File: config.mk
export PLATFORM = sky130hd
export DESIGN_NAME = fpsf_queue
export DESIGN_NICKNAME = d
export VERILOG_FILES = /design/src/rtl/fpsf_pkg.sv /design/src/rtl/fpsf_queue.sv
export SDC_FILE = /design/constraint.sdc
export NUM_CORES = 1
export LEC_CHECK = 0
export BUFFER_PORTS_ARGS = -buffer_cell sky130_fd_sc_hd__buf_2
export CAP_MARGIN = 25
export CORE_MARGIN = 4
export CORE_UTILIZATION = 57
export CTS_CLUSTER_DIAMETER = 150
export DETAILED_ROUTE_END_ITERATION = 10
export PLACE_DENSITY = 0.79
export SYNTH_ARGS = -nofsm -noshare
export SYNTH_HDL_FRONTEND = slang
export SYNTH_SLANG_ARGS = --single-unit
File: constraint.sdc
create_clock -name clk -period 2.95 [get_ports clk]
set_input_delay 0.295 -clock clk [delete_from_list [all_inputs] [get_ports clk]]
set_output_delay 0.295 -clock clk [all_outputs]
set_load 0.05 [all_outputs]
File: src/rtl/fpsf_pkg.sv
// Shared types and constants of the five-point stencil filter.
package fpsf_pkg;

	localparam int SIZE_W      = 11;
	localparam int WEIGHT_W    = 16;
	localparam int OUT_ROW_W   = 10;
	localparam int OUT_COL_W   = 10;
	localparam int CFG_INDEX_W = 4;
	localparam int CFG_DATA_W  = 16;
	localparam int FRAC_BITS   = 16;
	localparam int ROUND_HALF  = 32768;
	localparam int QUEUE_DEPTH = 4;

	localparam logic [CFG_INDEX_W-1:0] CFG_IMAGE_ROWS       = 4'd0;
	localparam logic [CFG_INDEX_W-1:0] CFG_IMAGE_COLS       = 4'd1;
	localparam logic [CFG_INDEX_W-1:0] CFG_CENTER_WEIGHT    = 4'd2;
	localparam logic [CFG_INDEX_W-1:0] CFG_NEIGHBOUR_WEIGHT = 4'd3;

	localparam logic [SIZE_W-1:0]   RST_IMAGE_ROWS       = 11'd1024;
	localparam logic [SIZE_W-1:0]   RST_IMAGE_COLS       = 11'd1024;
	localparam logic [WEIGHT_W-1:0] RST_CENTER_WEIGHT    = 16'd39322;
	localparam logic [WEIGHT_W-1:0] RST_NEIGHBOUR_WEIGHT = 16'd6554;

	typedef struct packed {
		logic [SIZE_W-1:0]   image_rows;
		logic [SIZE_W-1:0]   image_cols;
		logic [WEIGHT_W-1:0] center_weight;
		logic [WEIGHT_W-1:0] neighbour_weight;
	} cfg_t;

endpackage

File: src/rtl/fpsf_queue.sv
// Short job queue between the front end and the arithmetic back end.
module fpsf_queue #(
	parameter int WIDTH = 64
) (
	input  logic             clk,
	input  logic             arst_n,
	input  logic             push,
	input  logic [WIDTH-1:0] push_data,
	output logic             full,
	input  logic             pop,
	output logic             not_empty,
	output logic [WIDTH-1:0] pop_data
);

	localparam int DEPTH = fpsf_pkg::QUEUE_DEPTH;
	localparam int PTR_W = $clog2(DEPTH);
	localparam int CNT_W = $clog2(DEPTH + 1);

	logic [WIDTH-1:0] slot_q [DEPTH];
	logic [PTR_W-1:0] head_q, tail_q;
	logic [CNT_W-1:0] count_q;

	assign full      = (count_q == CNT_W'(DEPTH));
	assign not_empty = (count_q != '0);
	assign pop_data  = slot_q[head_q];

	always_ff @(posedge clk or negedge arst_n) begin
		if (!arst_n) begin
			head_q  <= '0;
			tail_q  <= '0;
			count_q <= '0;
		end else begin
			if (push)
				tail_q <= (tail_q == PTR_W'(DEPTH - 1)) ? '0 : tail_q + 1'b1;
			if (pop)
				head_q <= (head_q == PTR_W'(DEPTH - 1)) ? '0 : head_q + 1'b1;
			if (push && !pop)
				count_q <= count_q + 1'b1;
			else if (pop && !push)
				count_q <= count_q - 1'b1;
		end
	end

	always_ff @(posedge clk) begin
		if (push)
			slot_q[tail_q] <= push_data;
	end

	a_no_overflow: assert property (@(posedge clk) disable iff (!arst_n)
		push |-> (count_q != CNT_W'(DEPTH)))
		else $error("job pushed into a full queue");

	a_no_underflow: assert property (@(posedge clk) disable iff (!arst_n)
		pop |-> (count_q != '0))
		else $error("job popped from an empty queue");

	a_count_up: assert property (@(posedge clk) disable iff (!arst_n)
		(push && !pop) |=> (count_q == $past(count_q) + 1'b1))
		else $error("queue count failed to advance on push");

	a_count_down: assert property (@(posedge clk) disable iff (!arst_n)
		(pop && !push) |=> (count_q == $past(count_q) - 1'b1))
		else $error("queue count failed to drop on pop");

endmodule

==> out/qor.csv <==
stage;metric;value;unit
clock_tree;cts_tree;built;
clock_tree;cts_setup_buffers;0;
worst_hold_path;hp-class;in -> reg;
critical_path;slowest_delay;0.80;ns
layout;fin_cells;809;
power_and_ir_drop;ir_worst_vdd;0.803;mV
detailed_routing;via_per_inst;5.62;
synthesis;synth-adder-area-share;0.00986;
timing;max_freq;366;MHz
layout;drive_gt1_frac;0.426;
floorplanning;die_height;138;µm
critical_path;r2r-start;tail_q[0]$_DFFE_PN0P_;
critical_path;cp.arrival;2.43;ns
power_and_ir_drop;leakage;4.11;nW
synthesis;synthesis.nets;446;
synthesis;synth_xor_area_frac;0.00272;
detailed_routing;wl_per_cell;22.4;µm
critical_path;crit_start;head_q[0]$_DFFE_PN0P_;
detailed_routing;vias;4546;
critical_path;r2r-end;slot_q[2][52]$_DFFE_PP_;
layout;fillers;1017;
floorplanning;dieArea;19100;µm²
critical_path;cp.required;2.65;ns
critical_path;crit_family;flip-flops;
synthesis;synth_area;9650;µm²
layout;final_common_cell;edfxtp_1;
clock_tree;clk_latency;0.51;ns
synthesis;syn_area_per_cell;26.0;µm²
synthesis;ys_types;19;
timing;setup_viol;0;
critical_path;path_cells;buf_12 -> mux4_2 -> buf_2;
clock_tree;path_clk_slew;0.06;ns
global_route;grt_pass1_wl;28700;µm
synthesis;synth_seq_cells;263;
timing;slew_headroom;0.587;
global_route;grt_max_degree;50;
timing;skew;0.0140;ns
placed_design;dp.cells;722;
floorplanning;ios;134;
detailed_routing;postRouteAntennaNets;0;
layout;ff_latch_area;7870;µm²
critical_path;critical_path_class;reg -> out;
layout;diodes;0;
critical_path;slowest_stage;dfrtp_4;
synthesis;synth_top_family_by_area;multiplexers;
job;drv_cap;0;
layout;nets;644;
floorplanning;start_util;0.582;
critical_path;cp_num_buf_inv;2;
status;status;complete, no violations;
critical_path;setup.worst_path.end_class;primary output;
critical_path;crit_end;pop_data[10];
power_and_ir_drop;total_power;12.9;mW
layout;final_cell_area;11800;µm²
critical_path;reg2regPathDepth;4;
clock_tree;clockBufferDepth;3;
timing;rsz0062_at_grt;false;
layout;layout-area-overhead-vs-synth;22.5;%
global_route;antenna_found_initial;2;
synthesis;synthCells;371;
placed_design;placed_cell_area;10600;µm²
floorplanning;num_rows;47;
floorplanning;die_w;138;µm
power_and_ir_drop;pwr_density_cell;1100;nW/µm²
clock_tree;htreeDepth;1;
timing;fin_crit;2.73;ns
placed_design;portBuffers;133;
floorplanning;coreArea;16600;µm²
critical_path;path_max_fanout;29;
global_route;grt_pass1_vias;5040;
detailed_routing;dr.pass1.iters;6;
global_route;gr-total-overflow;0;
timing;slew_viol_final;0;
detailed_routing;drc;0;
timing;tns;0;ns
synthesis;synthMuxAreaShare;0.153;
placed_design;globalplace.congestion;0.707;
detailed_routing;postRouteWirelength;18100;µm
clock_tree;root_buffer;clkbuf_16;
critical_path;worst_setup_path_start_kind;flop;
timing;finalCritPeriodShare;0.925;
layout;final_cell_mix;edfxtp_1, buf_2, mux4_2;
global_route;grt_usage;0.191;
clock_tree;numCtsBuffers;26;
placed_design;dpl.hpwl;10600;µm
timing;tightest_slew;0.619;ns
critical_path;ff2ff_setup_slack;1.15;ns
synthesis;seq_area_frac_synth;0.815;
synthesis;ys.warnings.count;0;
clock_tree;cts_sinks;263;
critical_path;crit_cells;3;
detailed_routing;first_iter_violations;249;
synthesis;synth-compound-area-share;0.00104;
timing;finalHoldViolCount;0;
synthesis;synth-simple-area-share;0.00597;
layout;multi_input_area;1670;µm²
cells in the mapped netlist:
library cell  instances  area (µm²)
edfxtp_1            256        7690
mux4_2               64        1440
dfrtp_1               7         175
buf_2                 6        30.0
ha_1                  6        75.1
buf_6                 5        56.3
and2_1                4        25.0
inv_1                 4        15.0
mux2_2                3        33.8
nor2_1                3        11.3
buf_4                 2        15.0
nand2_1               2        7.51
o21ai_0               2        10.0
xor2_1                2        17.5
clkbuf_1              1        3.75
fa_1                  1        20.0
nor3b_1               1        7.51
or3_1                 1        6.26
xnor2_1               1        8.76
worst reg2reg max path, cell delays in order (launching register included):
cell and delay, ns:
dfrtp_1 0.41, inv_1 0.13, ha_1 0.16, and2_4 0.49
buf_4 0.31
kinds of logic after synthesis:
logic type / Yosys count
flops: 263
fa+ha+maj: 7
simple gates: 11
compound gates: 2
mux: 67
buf+inv: 18
xor+xnor: 3
layer usage:
layer,wire length (µm),track usage,part of all wire
met1,6890,0.244,0.38
met2,9660,0.342,0.53
met3,1270,0.0445,0.070
met4,282,0.0364,0.016
met5,33,0,0.0018
registers in the layout, summed over array words and instances (netlist names):
name / flops
tail_q: 2
head_q: 2
count_q: 3
slot_q: 256
through the flow:
stage | util | hold WS (ns) | worst slack (ns)
after CTS | 0.712 | 0.0000955 | 0.142
final | 0.713 | 0.00757 | 0.220
after global placement | 0.641 | 0.140 | 0.722
after global routing | 0.713 | 0.00319 | 0.0689
after floorplan | - | -0.000591 | 0.393
after detailed placement | 0.641 | 0.145 | 0.710
report_power, final:
group	switching [mW]	total, mW	leakage [nW]	internal, mW
combinational	3.32	4.85	1.29	1.52
clock	1.25	3.02	0.385	1.78
sequential	0.276	5.07	2.43	4.80
worst min path at each step:
| stage | startpoint | to | depth (start not counted) |
|---|---|---|---|
| global route | push_data[47] | slot_q[3][47]$_DFFE_PP_ | 1 |
| detailed placement | arst_n | count_q[2]$_DFFE_PN0P_ | 1 |
| global placement | arst_n | count_q[1]$_DFFE_PN0P_ | 1 |
| floorplan | arst_n | count_q[0]$_DFFE_PN0P_ | 0 |
| finish | push_data[59] | slot_q[3][59]$_DFFE_PP_ | 1 |
| CTS | push_data[30] | slot_q[0][30]$_DFFE_PP_ | 1 |
repair_timing:
item	4_1_cts	5_1_grt
resized for setup	0	0
endpoints found under the setup margin	0	0
endpoints found under the hold margin	140	1
hold buffers	38	1
cell type report:
| cell class | count | area share |
|---|---|---|
| Tap cell | 220 | 0.0233 |
| Sequential cell | 263 | 0.666 |
| Clock buffer | 40 | 0.0613 |
| Clock inverter | 8 | 0.00561 |
| Multi-Input combinational cell | 90 | 0.142 |
| Inverter | 4 | 0.00127 |
| Timing Repair Buffer | 184 | 0.101 |
(Power assumes the default switching activity.)
