File: src/rtl/fpsf_pkg.sv
// Shared types and constants of the five-point stencil filter.
package fpsf_pkg;

	localparam int SIZE_W      = 11;
	localparam int WEIGHT_W    = 16;
	localparam int OUT_ROW_W   = 10;
	localparam int OUT_COL_W   = 10;
	localparam int CFG_INDEX_W = 4;
	localparam int CFG_DATA_W  = 16;
	localparam int FRAC_BITS   = 16;
	localparam int ROUND_HALF  = 32768;
	localparam int QUEUE_DEPTH = 4;

	localparam logic [CFG_INDEX_W-1:0] CFG_IMAGE_ROWS       = 4'd0;
	localparam logic [CFG_INDEX_W-1:0] CFG_IMAGE_COLS       = 4'd1;
	localparam logic [CFG_INDEX_W-1:0] CFG_CENTER_WEIGHT    = 4'd2;
	localparam logic [CFG_INDEX_W-1:0] CFG_NEIGHBOUR_WEIGHT = 4'd3;

	localparam logic [SIZE_W-1:0]   RST_IMAGE_ROWS       = 11'd1024;
	localparam logic [SIZE_W-1:0]   RST_IMAGE_COLS       = 11'd1024;
	localparam logic [WEIGHT_W-1:0] RST_CENTER_WEIGHT    = 16'd39322;
	localparam logic [WEIGHT_W-1:0] RST_NEIGHBOUR_WEIGHT = 16'd6554;

	typedef struct packed {
		logic [SIZE_W-1:0]   image_rows;
		logic [SIZE_W-1:0]   image_cols;
		logic [WEIGHT_W-1:0] center_weight;
		logic [WEIGHT_W-1:0] neighbour_weight;
	} cfg_t;

endpackage

File: src/rtl/fpsf_if.sv


interface fpsf_result_if #(parameter int PIXEL_BITS = 16);
	logic                            valid;
	logic                            ready;
	logic [PIXEL_BITS-1:0]           filtered_value;
	logic [fpsf_pkg::OUT_ROW_W-1:0]  out_row;
	logic [fpsf_pkg::OUT_COL_W-1:0]  out_col;
	logic                            last;
	modport source (output valid, output filtered_value, output out_row, output out_col,
		output last, input ready);
	modport sink (input valid, input filtered_value, input out_row, input out_col,
		input last, output ready);
endinterface


File: src/rtl/fpsf_back.sv
// Back end: weighted sum, rounding, saturation and the result register.
module fpsf_back #(
	parameter int PIXEL_BITS = 16,
	parameter int JOB_W      = 2*PIXEL_BITS + 2 + fpsf_pkg::OUT_ROW_W + fpsf_pkg::OUT_COL_W + 1
) (
	input  logic             clk,
	input  logic             arst_n,
	input  fpsf_pkg::cfg_t   cfg,
	input  logic             job_valid,
	input  logic [JOB_W-1:0] job,
	output logic             job_pop,
	fpsf_result_if.source    results
);

	localparam int P     = PIXEL_BITS;
	localparam int SUM_W = PIXEL_BITS + 2;
	localparam int PC_W  = fpsf_pkg::WEIGHT_W + P;
	localparam int PN_W  = fpsf_pkg::WEIGHT_W + SUM_W;
	localparam int ACC_W = PN_W + 1;
	localparam int RES_W = ACC_W - fpsf_pkg::FRAC_BITS;
	localparam int ROW_W = fpsf_pkg::OUT_ROW_W;
	localparam int COL_W = fpsf_pkg::OUT_COL_W;

	logic [P-1:0]     j_center;
	logic [SUM_W-1:0] j_nsum;
	logic [ROW_W-1:0] j_row;
	logic [COL_W-1:0] j_col;
	logic             j_last;

	logic             v_s2, last_s2;
	logic [PC_W-1:0]  pc_s2;
	logic [PN_W-1:0]  pn_s2;
	logic [ROW_W-1:0] row_s2;
	logic [COL_W-1:0] col_s2;

	logic             v_s3, last_s3;
	logic [P-1:0]     value_s3;
	logic [ROW_W-1:0] row_s3;
	logic [COL_W-1:0] col_s3;

	logic             adv2, adv3;
	logic [ACC_W-1:0] acc;
	logic [RES_W-1:0] res;
	logic [P-1:0]     sat;

	assign {j_center, j_nsum, j_row, j_col, j_last} = job;

	assign adv3    = !v_s3 || results.ready;
	assign adv2    = !v_s2 || adv3;
	assign job_pop = job_valid && adv2;

	always_comb begin
		acc = ACC_W'(pc_s2) + ACC_W'(pn_s2) + ACC_W'(fpsf_pkg::ROUND_HALF);
		res = acc[ACC_W-1:fpsf_pkg::FRAC_BITS];
		sat = (|res[RES_W-1:P]) ? '1 : res[P-1:0];
	end

	always_ff @(posedge clk or negedge arst_n) begin
		if (!arst_n) begin
			v_s2 <= 1'b0;
			v_s3 <= 1'b0;
		end else begin
			if (adv2)
				v_s2 <= job_valid;
			if (adv3)
				v_s3 <= v_s2;
		end
	end

	always_ff @(posedge clk) begin
		if (job_pop) begin
			pc_s2   <= PC_W'(cfg.center_weight) * PC_W'(j_center);
			pn_s2   <= PN_W'(cfg.neighbour_weight) * PN_W'(j_nsum);
			row_s2  <= j_row;
			col_s2  <= j_col;
			last_s2 <= j_last;
		end
		if (adv3 && v_s2) begin
			value_s3 <= sat;
			row_s3   <= row_s2;
			col_s3   <= col_s2;
			last_s3  <= last_s2;
		end
	end

	assign results.valid          = v_s3;
	assign results.filtered_value = value_s3;
	assign results.out_row        = row_s3;
	assign results.out_col        = col_s3;
	assign results.last           = last_s3;

endmodule

File: src/flat_wrapper.sv
// flat-port wrapper written by rule: the top's interface ports become plain ports
module fpsf_back_flat 
#(
	parameter int PIXEL_BITS = 16,
	parameter int JOB_W      = 2*PIXEL_BITS + 2 + fpsf_pkg::OUT_ROW_W + fpsf_pkg::OUT_COL_W + 1
)
  (clk, arst_n, cfg, job_valid, job, job_pop, results_valid, results_filtered_value, results_out_row, results_out_col, results_last, results_ready);
  fpsf_result_if #(.PIXEL_BITS(PIXEL_BITS)) results_i ();
  input  logic clk;
  input  logic arst_n;
  input  fpsf_pkg::cfg_t cfg;
  input  logic job_valid;
  input  logic [JOB_W-1:0] job;
  output logic job_pop;
  output wire logic [$bits(results_i.valid)-1:0] results_valid;
  output wire logic [$bits(results_i.filtered_value)-1:0] results_filtered_value;
  output wire logic [$bits(results_i.out_row)-1:0] results_out_row;
  output wire logic [$bits(results_i.out_col)-1:0] results_out_col;
  output wire logic [$bits(results_i.last)-1:0] results_last;
  input wire logic [$bits(results_i.ready)-1:0] results_ready;
  assign results_valid = results_i.valid;
  assign results_filtered_value = results_i.filtered_value;
  assign results_out_row = results_i.out_row;
  assign results_out_col = results_i.out_col;
  assign results_last = results_i.last;
  assign results_i.ready = results_ready;
  fpsf_back #(.PIXEL_BITS(PIXEL_BITS), .JOB_W(JOB_W)) u_core (.clk(clk), .arst_n(arst_n), .cfg(cfg), .job_valid(job_valid), .job(job), .job_pop(job_pop), .results(results_i));
endmodule
File: config.mk
export PLATFORM = sky130hd
export DESIGN_NAME = fpsf_back_flat
export DESIGN_NICKNAME = d
export VERILOG_FILES = /design/src/rtl/fpsf_pkg.sv /design/src/rtl/fpsf_if.sv /design/src/rtl/fpsf_back.sv /design/src/flat_wrapper.sv
export SDC_FILE = /design/constraint.sdc
export NUM_CORES = 1
export LEC_CHECK = 0
export BUFFER_PORTS_ARGS = -buffer_cell sky130_fd_sc_hd__buf_2
export CORE_MARGIN = 4
export CORE_UTILIZATION = 45
export CTS_CLUSTER_DIAMETER = 40
export DETAILED_ROUTE_END_ITERATION = 10
export PLACE_DENSITY = 0.6
export SLEW_MARGIN = 15
export SYNTH_ARGS = -nofsm -noshare
export SYNTH_HDL_FRONTEND = slang
export SYNTH_SLANG_ARGS = --single-unit
File: constraint.sdc
create_clock -name clk -period 10.05 [get_ports clk]
set_input_delay 0.5025 -clock clk [delete_from_list [all_inputs] [get_ports clk]]
set_output_delay 0.5025 -clock clk [all_outputs]
set_load 0.01 [all_outputs]
==> metrics.md <==
| Metric | Value |
|---|---|
| CTS tree | built |
| Layout cell share with drive strength beyond 1 | 0.07055 |
| RSZ-0062 raised after global routing | no |
| Iter 0 DRT Violations | 759 |
| CP endpoint kind | register |
| Root Driver | clkbuf_16 |
| Clock sink count | 126 |
| Setup_tns | 0 ns |
| Vias in the first global route | 17390 |
| Syn Area/Cell | 9.769 um2 |
| Num rows | 82 |
| Number of synthesized flops with an enable pin | 124 |
| Commonest register cell after synthesis | edfxtp_1 |
| Global route total overflow | 0 |
| Setup Slack @ Placement | 3.217 ns |
| Fin crit period | 6.468 ns |
| Design Area, Final | 24900 um2 |
| CP max-delay cell | fa_1 |
| Slowest stage delay, CP | 0.55 ns |
| Mapped Area | 23050 um2 |
| Crit start category | primary input |
| Final setup fails | 0 |
| Clk slew on worst S/H paths | 0.07 ns |
| Area of the multi-input gates | 17220 um2 |
| Routed wire length | 49670 um |
| Synthesis warning total | 0 |
| Clock Latency Late Sink | 0.44 ns |
| Die footprint | 54900 um2 |
| Io pins | 152 |
| DR WL/cell | 15.90 um |
| Max Cap Violations | 0 |
| Ys async rst share | 0.01587 |
| Crit path kind | in -> reg |
| Hold Path Class | in -> reg |
| Synth-to-Final Area Change | 8.030% |
| Final WS setup | 3.582 ns |
| Fin crit share | 0.6436 |
| Number of library cell types mapped by synthesis | 57 |
| Initial antenna violation count | 2 |
| Clk buf depth | 2 |
| Worst slew margin | 0.3678 |
| Sequential cell area | 3774 um2 |
| Fmax | 154.6 MHz |
| Via density | 5.165 |
| GRT Total Usage | 0.1919 |
| Clock Skew | 0.02168 ns |
| Post-Syn Nets | 3160 |
| N_diodes | 0 |
| Slew Limit Fails | 0 |
| Core box area | 50380 um2 |
| Die span in x | 234.3 um |
| Global-route wire length before repair | 84780 um |
| Dpl cell area | 24300 um2 |
| Die Ht | 234.3 um |
| 1st-pass router iterations | 5 |
| Critical path arrival | 6.65 ns |
| Outcome | finished clean |
| Hold Vio Cnt, Final | 0 |
| #FFs+latches synth | 126 |
| Seq/Total Area, Yosys | 0.1637 |
| Least-Margin Pin Slew | 0.9483 ns |
| GPL Wtd Cong | 0.8566 |
| Crit-path cells | buf_2 -> nand2_1 -> fa_1 -> inv_1 -> fa_1 -> inv_1 -> fa_1 -> inv_1 -> fa_1 -> fa_1 -> inv_1 -> fa_1 -> inv_1 -> ha_1 -> nand2_1 -> a2111oi_0 -> o31ai_1 -> a211oi_1 -> nor2_1 -> a31oi_1 -> a21oi_1 -> o21ai_1 -> xnor2_1 |
| Post-Syn Instances | 2359 |
| HPWL after DPL | 40180 um |
| CP most frequent cell | fa_1 |
| Worst Path Required | 10.23 ns |
| TritonCTS Buffers | 17 |
| Via Count | 16140 |
| Htree depth | 4 |
| Starting density of the core | 0.4575 |
| DRC | 0 |
| Final nets | 3240 |
| Largest net degree at the start of global routing | 67 |
| IO buf count | 129 |
| Fill cells | 4647 |
| Worst hold slack | 0.2386 ns |
| Detail Route Antenna Nets | 0 |
| Crit path max fanout | 16 |
## path summary, 6_finish.rpt
check	startpoint	to	slack, ns	cells after the start
min in group asynchronous	arst_n	u_core.results.valid	0.37	2
worst min register to register	u_core.row_s2[7]	u_core.results.out_row[7]	0.42	0
worst min-delay path	job[17]	u_core.row_s2[6]	0.24	1
worst max register to register	u_core.pn_s2[6]	u_core.results.filtered_value[6]	6.46	12
worst max-delay path	cfg[23]	u_core.pc_s2[31]	3.58	23
max in group asynchronous	arst_n	u_core.v_s2	9.58	2
## through the flow
stage            util  instances
5_1_grt        0.4942       3124
3_5_place_dp   0.4823       3091
2_1_floorplan       -       2359
4_1_cts        0.4942       3124
3_3_place_gp   0.4823       3091
6_report       0.4942       3124
## synth_stat cells, types with 4 or more instances
cell / n / area, um2
o31ai_1: 5 / 37.54
nand2b_1: 11 / 68.82
a211oi_1: 8 / 60.06
nand2_1: 336 / 1261
or3_1: 4 / 25.02
o211ai_1: 6 / 45.04
o21bai_1: 10 / 75.07
and2_1: 257 / 1608
a21oi_1: 68 / 340.3
clkbuf_1: 70 / 262.8
a31oi_1: 4 / 25.02
o21a_1: 5 / 37.54
xor2_1: 23 / 201.4
ha_1: 272 / 3403
o21ai_0: 29 / 145.1
a21boi_0: 4 / 30.03
a211o_1: 5 / 43.79
nor3_1: 12 / 60.06
xnor2_1: 41 / 359.1
nand3_1: 15 / 75.07
edfxtp_1: 124 / 3724
nor2b_1: 8 / 50.05
inv_1: 478 / 1794
fa_1: 416 / 8328
nor2_1: 47 / 176.4
and3_1: 12 / 75.07
a21o_1: 41 / 307.8
## layout by cell type, fill, tap and decap left out, types with 5 or more instances in the layout
cell type and instances:
nor2_1 47, nand2_1 336, a211o_1 5, o211ai_1 6, fa_1 416, nand3_1 15
a21oi_1 68, xnor2_1 41, inv_8 5, and3_1 12, nor3_1 12, buf_2 129
edfxtp_1 124, nand2b_1 11, ha_1 272, nor2b_1 8, clkbuf_16 17, o21a_1 5
a211oi_1 8, xor2_1 23, o21ai_0 29, and2_1 256, o21bai_1 10, a21o_1 41
inv_1 478, o31ai_1 5
## worst max-delay path: cells and delay by family
kind            cells  cell delay, ns
compound gates      6            1.67
xor+xnor            1            0.09
fa+ha+maj           7            3.37
buf+inv             6            0.56
simple gates        3            0.42
## flip-flops by register name, summed over array words and instances, names as in the netlist, 10 cells and up
name	count
u_core.col_s2	10
u_core.pc_s2	32
u_core.results.out_row	10
u_core.results.filtered_value	16
u_core.pn_s2	34
u_core.row_s2	10
u_core.results.out_col	10
## cells by family (layout without fill, tap and decap cells)
kind of cell	Yosys count	in the layout	synth area share
AND/OR/NAND/NOR	717	717	0.1523
adder cells (fa/ha/maj)	688	688	0.5090
buffers and inverters	550	643	0.08964
AO/OA/AOI/OAI	211	211	0.05967
flip-flops	126	126	0.1637
XOR/XNOR	64	64	0.02432
multiplexers	3	3	0.001303
## per-layer routing
layer  wire, um  vias up  track usage
li1           -     7485            -
met1      21090     8250       0.2519
met2      25310      328       0.3379
met3       2285       73      0.02600
met4        984        0      0.04799
met5          0        -            0
## final cells by class
cell class / count / area share
clock buffers: 17 / 0.01709
clock inverters: 15 / 0.006634
multi-input cells: 1683 / 0.6916
repair buffers: 133 / 0.02724
well taps: 672 / 0.03377
inverters: 478 / 0.07207
flip-flops and latches: 126 / 0.1516
## timing repair
| action | CTS | global route |
|---|---|---|
| hold buffers | 1 | 0 |
| hold endpoints to repair | 2 | 0 |
| gates resized for setup | 0 | 0 |
| setup buffers | 0 | 0 |
| endpoints found under the setup margin | 0 | 0 |
Power is not shown: default switching activity piles up to over one toggle a cycle in this logic, so the estimate is an artifact.
